`src/rtl/core/aad_pkg.sv`:
```
// Package for the area-average downscaler: widths, register indexes, controller
// states, divider jobs and the command and status structs.
// No dependencies.
package aad_pkg;

  localparam int MAX_SIDE = 4096;
  localparam int SIDE_W   = 13;
  localparam int COORD_W  = 12;
  localparam int PIX_W    = 8;
  localparam int SUM_W    = 32;
  localparam int CNT_W    = 25;
  localparam int CHANS    = 4;
  localparam int IDX_W    = 2;

  localparam logic [IDX_W-1:0] REG_SOURCE_WIDTH  = 2'd0;
  localparam logic [IDX_W-1:0] REG_SOURCE_HEIGHT = 2'd1;
  localparam logic [IDX_W-1:0] REG_SIZE_LIMIT    = 2'd2;

  typedef enum logic [2:0] {
    S_FIT_CHECK,
    S_DIV_START,
    S_DIV_WAIT,
    S_IDLE,
    S_PIX_UPDATE,
    S_DELIVER
  } state_t;

  typedef enum logic [2:0] {
    JOB_FIT_COLS,
    JOB_FIT_ROWS,
    JOB_COL_STEP,
    JOB_ROW_STEP,
    JOB_RED,
    JOB_GREEN,
    JOB_BLUE,
    JOB_ALPHA
  } job_t;

  typedef struct packed {
    logic pix_take;
    logic pix_update;
    logic div_start;
    logic div_store;
    logic fit_plain;
    logic out_load;
    job_t job;
  } cmd_t;

  typedef struct packed {
    logic cfg_written;
    logic scale_needed;
    logic produce;
    logic div_done;
    logic out_free;
  } status_t;

  // Zero counts as one, anything above the largest side saturates.
  function automatic logic [SIDE_W-1:0] clamp_side(input logic [SIDE_W-1:0] v);
    logic [SIDE_W-1:0] r;
    if (v == '0) begin
      r = SIDE_W'(1);
    end else if (v > SIDE_W'(MAX_SIDE)) begin
      r = SIDE_W'(MAX_SIDE);
    end else begin
      r = v;
    end
    return r;
  endfunction

endpackage

```
`src/rtl/core/aad_ctrl.sv`:
```
// Controller state machine: restart sequence after reset or a register write,
// per-pixel update, the four mean divisions and result hand-over.
// Depends on aad_pkg.
module aad_ctrl (
  input  logic             clk,
  input  logic             rst,
  input  logic             in_valid,
  input  aad_pkg::status_t status,
  output aad_pkg::cmd_t    cmd,
  output logic             in_stall
);

  aad_pkg::state_t state, state_next;
  aad_pkg::job_t   job, job_next;

  always_ff @(posedge clk) begin
    if (rst) begin
      state <= aad_pkg::S_FIT_CHECK;
      job   <= aad_pkg::JOB_FIT_COLS;
    end else begin
      state <= state_next;
      job   <= job_next;
    end
  end

  always_comb begin
    state_next = state;
    job_next   = job;
    if (status.cfg_written) begin
      state_next = aad_pkg::S_FIT_CHECK;
    end else begin
      unique case (state)
        aad_pkg::S_FIT_CHECK: begin
          state_next = aad_pkg::S_DIV_START;
          job_next   = status.scale_needed ? aad_pkg::JOB_FIT_COLS : aad_pkg::JOB_COL_STEP;
        end
        aad_pkg::S_DIV_START: state_next = aad_pkg::S_DIV_WAIT;
        aad_pkg::S_DIV_WAIT: begin
          if (status.div_done) begin
            state_next = aad_pkg::S_DIV_START;
            unique case (job)
              aad_pkg::JOB_FIT_COLS: job_next = aad_pkg::JOB_FIT_ROWS;
              aad_pkg::JOB_FIT_ROWS: job_next = aad_pkg::JOB_COL_STEP;
              aad_pkg::JOB_COL_STEP: job_next = aad_pkg::JOB_ROW_STEP;
              aad_pkg::JOB_ROW_STEP: state_next = aad_pkg::S_IDLE;
              aad_pkg::JOB_RED:      job_next = aad_pkg::JOB_GREEN;
              aad_pkg::JOB_GREEN:    job_next = aad_pkg::JOB_BLUE;
              aad_pkg::JOB_BLUE:     job_next = aad_pkg::JOB_ALPHA;
              aad_pkg::JOB_ALPHA:    state_next = aad_pkg::S_DELIVER;
              default:               state_next = aad_pkg::S_FIT_CHECK;
            endcase
          end
        end
        aad_pkg::S_IDLE: begin
          if (in_valid) begin
            state_next = aad_pkg::S_PIX_UPDATE;
          end
        end
        aad_pkg::S_PIX_UPDATE: begin
          if (status.produce) begin
            state_next = aad_pkg::S_DIV_START;
            job_next   = aad_pkg::JOB_RED;
          end else begin
            state_next = aad_pkg::S_IDLE;
          end
        end
        aad_pkg::S_DELIVER: begin
          if (status.out_free) begin
            state_next = aad_pkg::S_IDLE;
          end
        end
        default: state_next = aad_pkg::S_FIT_CHECK;
      endcase
    end
  end

  always_comb begin
    cmd.pix_take   = (state == aad_pkg::S_IDLE) && in_valid;
    cmd.pix_update = (state == aad_pkg::S_PIX_UPDATE);
    cmd.div_start  = (state == aad_pkg::S_DIV_START);
    cmd.div_store  = (state == aad_pkg::S_DIV_WAIT) && status.div_done;
    cmd.fit_plain  = (state == aad_pkg::S_FIT_CHECK) && !status.scale_needed;
    cmd.out_load   = (state == aad_pkg::S_DELIVER) && status.out_free;
    cmd.job        = job;
    in_stall       = (state != aad_pkg::S_IDLE);
  end

endmodule

```
`config.mk`:
```
export PLATFORM = sky130hd
export DESIGN_NAME = aad_ctrl
export DESIGN_NICKNAME = d
export VERILOG_FILES = /design/src/rtl/core/aad_pkg.sv /design/src/rtl/core/aad_ctrl.sv
export SDC_FILE = /design/constraint.sdc
export NUM_CORES = 1
export LEC_CHECK = 0
export ABC_AREA = 1
export BUFFER_PORTS_ARGS = -buffer_cell sky130_fd_sc_hd__buf_2
export CORE_AREA = 10 10 47 49
export CTS_CLUSTER_DIAMETER = 150
export DETAILED_ROUTE_END_ITERATION = 16
export DIE_AREA = 0 0 57 59
export PLACE_DENSITY = 0.73
export REMOVE_ABC_BUFFERS = 1
export SYNTH_ARGS = -nofsm -noshare
export SYNTH_HDL_FRONTEND = slang
export SYNTH_SLANG_ARGS = --single-unit
```
`constraint.sdc`:
```
create_clock -name clk -period 1.8 [get_ports clk]
set_input_delay 0 -clock clk [delete_from_list [all_inputs] [get_ports clk]]
set_output_delay 0 -clock clk [all_outputs]
set_load 0.03 [all_outputs]
```
==> metrics.csv <==
stage,metric,value,unit
synth,yosysMostFrequentCell,nand2_1,
power_and_ir_drop,switching_share,32.9,%
worst_setup_path,rr_startpoint,state[0]$_SDFFE_PP0P_,
worst_setup_path,crit_path_end_kind,output port,
synth,netlist_instances,90,
synth,yosysWarnings,0,
cts,clock_path_buffers,2,
floorplan,row_count,14,
global_routing,grt_pass1_wl,2060,um
detailed_routing,drc_errors,0,
worst_setup_path,cp-start-kind,flip-flop,
sta,tightest_slew,0.497,ns
worst_setup_path,r2r_slack,0.47,ns
floorplan,die_h,59,um
placement,placed_cell_area,648,um2
power_and_ir_drop,p_per_area,559,mW/mm2
placement,place.gp.congestion,0.832,
sta,rsz0062_at_grt,false,
detailed_routing,drt_iter0_drc,5,
power_and_ir_drop,p_switching,123,uW
synth,yosysSeqAreaShare,20.8,%
cts,postCtsHoldBufs,0,
worst_setup_path,crit_end,cmd[8],
cts,path_clk_slew,0.04,ns
floorplan,die_area,0.00336,mm2
sta,timing_hold_violations_final,0,
worst_setup_path,critical_path_class,flip-flop to output port,
detailed_routing,routed_via_density,4.51,
power_and_ir_drop,p_clk_share,33.1,%
cts,cts_buffers,3,
detailed_routing,vias,555,
cts,htreeDepth,1,
finish,antenna_cells,0,
synth,netlist_area,577,um2
finish,syn2layout_area_growth,16.3,%
worst_setup_path,crit_arrival,1.45,ns
synth,synth_top_area_share,20.8,%
floorplan,start_util,41.2,%
worst_setup_path,path_max_fanout,8,
cts,clk_latency,0.25,ns
synth,ys_async_sr_fraction,0,%
finish,fill_cells,161,
cts,postCtsSetupBuffers,0,
sta,setup_viol,0,
power_and_ir_drop,vdd_drop_max,300,uV
floorplan,core_area,0.00140,mm2
synth,ys_seq_elements,6,
finish,fin_nets,117,
power_and_ir_drop,p_seq_share,41.2,%
sta,final.setup.tns,0,ns
sta,fmax,691,MHz
detailed_routing,first_pass_iters,4,
floorplan,die_width,57,um
global_routing,antenna_found_initial,0,
worst_setup_path,r2r_cells,7,
sta,finClkSkew,0.00157,ns
synth,synthTopCellsByCount,"20 x nand2_1, 15 x inv_1, 14 x nor2_1, 7 x nor2_2, 6 x dfxtp_1",
synth,synthFlopType,dfxtp_1,
power_and_ir_drop,p_leak,0.361,nW
finish,drive_above_1_share,40.2,%
cts,cts_resized,0,
floorplan,io_pins,18,
worst_setup_path,r2r-end,state[2]$_SDFFE_PP0P_,
worst_setup_path,required,1.80,ns
sta,period_share,80.4,%
detailed_routing,wirelength,1210,um
sta,slew_violations,0,
synth,synth_area_per_cell,6.41,um2
worst_setup_path,startpoint,state[0]$_SDFFE_PP0P_,
synth,synth.distinct_cells,21,
global_routing,grt_pass1_vias,522,
min_path,hp-class,input pin to flip-flop,
placement,place_hpwl,1050,um
synth,yosys.area.top_type,dfxtp_1,
sta,slew_headroom,66.8,%
synth,synthTopCellsByArea,"dfxtp_1 21%, nand2_1 13%, inv_1 9.8%",
global_routing,grt-ovfl-total,0,
detailed_routing,ant_nets,0,
detailed_routing,wl_per_cell,9.80,um
cts,cts_tree,done,
cts,clock_sinks,6,
global_routing,grt_max_degree,11,
power_and_ir_drop,p_int,252,uW
run,cap_viol_max_count,0,
placement,io_buffer_count,17,
cts,cts-root-buf,clkbuf_4,
status,status,finished clean,
global_routing,track_usage,7.62,%
power_and_ir_drop,combinationalPowerShare,25.7,%
finish,design_area,671,um2
synth,synth-edff-count,0,
sta,fin_crit,1.45,ns
==> cell type report <==
type / count / area [um2] / area share [%]
Sequential cell: 6 / 120 / 17.9
Tap cell: 16 / 20.0 / 2.99
Inverter: 18 / 71.3 / 10.6
Multi-Input combinational cell: 63 / 352 / 52.4
Clock buffer: 3 / 22.5 / 3.36
Timing Repair Buffer: 17 / 85.1 / 12.7
==> kinds of logic after synthesis <==
kind of cell    count (synthesis)  share of synthesized area (%)
compound gates                  8                           8.24
buf+inv                        21                           18.2
flops                           6                           20.8
simple gates                   55                           52.7
==> power by group through the flow <==
stage,sequential [mW],clock (mW),combinational [mW]
floorplan,0.165,0,0.0614
CTS,0.155,0.133,0.0983
global route,0.156,0.137,0.108
detailed placement,0.157,0,0.0977
global placement,0.157,0,0.0968
finish,0.155,0.124,0.0963
==> flip-flops by register name, summed over array words and instances (netlist names) <==
signal	cells
job	3
state	3
==> cells in the final DEF (no fill, tap or decap) <==
master    instances
nand3_1           2
nand2_1          20
inv_1            15
o21ai_1           3
inv_2             1
o21ai_2           2
nand2_4           1
clkinv_2          1
nand3_2           2
nor2_4            2
nor4_1            1
nor2_8            1
buf_2            17
nand3_4           1
nor2_1           14
o21ai_0           1
dfxtp_1           6
clkbuf_4          3
nand2_2           4
inv_4             1
nor2_2            7
a21oi_1           2
==> routing by layer <==
metal / GRT usage [%] / part of all wire [%]
met1: 7.27 / 41
met4: 6.04 / 3.2
met3: 2.36 / 4.1
met5: 0 / 0
met2: 13.3 / 52
==> worst min path at each step <==
stage | startpoint | end | cells after the start
after floorplan | status[3] | cmd[4] | 1
after global placement | rst | state[0]$_SDFFE_PP0P_ | 4
after detailed placement | rst | state[0]$_SDFFE_PP0P_ | 4
after CTS | rst | state[0]$_SDFFE_PP0P_ | 4
after global routing | rst | state[0]$_SDFFE_PP0P_ | 4
final | rst | job[2]$_SDFFE_PP0P_ | 4
==> worst max-delay path, cell delays in order, from the launching register on <==
cell and delay [ns]:
dfxtp_1 0.61, nand2_1 0.12, nor2_2 0.12, inv_1 0.07
nor2_1 0.08, buf_2 0.20
==> through the flow <==
stage / power (mW) / hold slack, ns / worst slack [ns] / std cells / utilization [%]
5_1_grt: 0.402 / 0.0408 / 0.205 / 123 / 47.9
2_1_floorplan: 0.227 / 0.112 / 0.337 / 87 / -
4_1_cts: 0.386 / 0.0189 / 0.329 / 123 / 47.9
3_3_place_gp: 0.254 / 0.276 / 0.466 / 120 / 46.3
6_report: 0.375 / 0.0246 / 0.354 / 123 / 47.9
3_5_place_dp: 0.255 / 0.284 / 0.465 / 120 / 46.3
No activity file was read; power rests on OpenSTA's default activity.
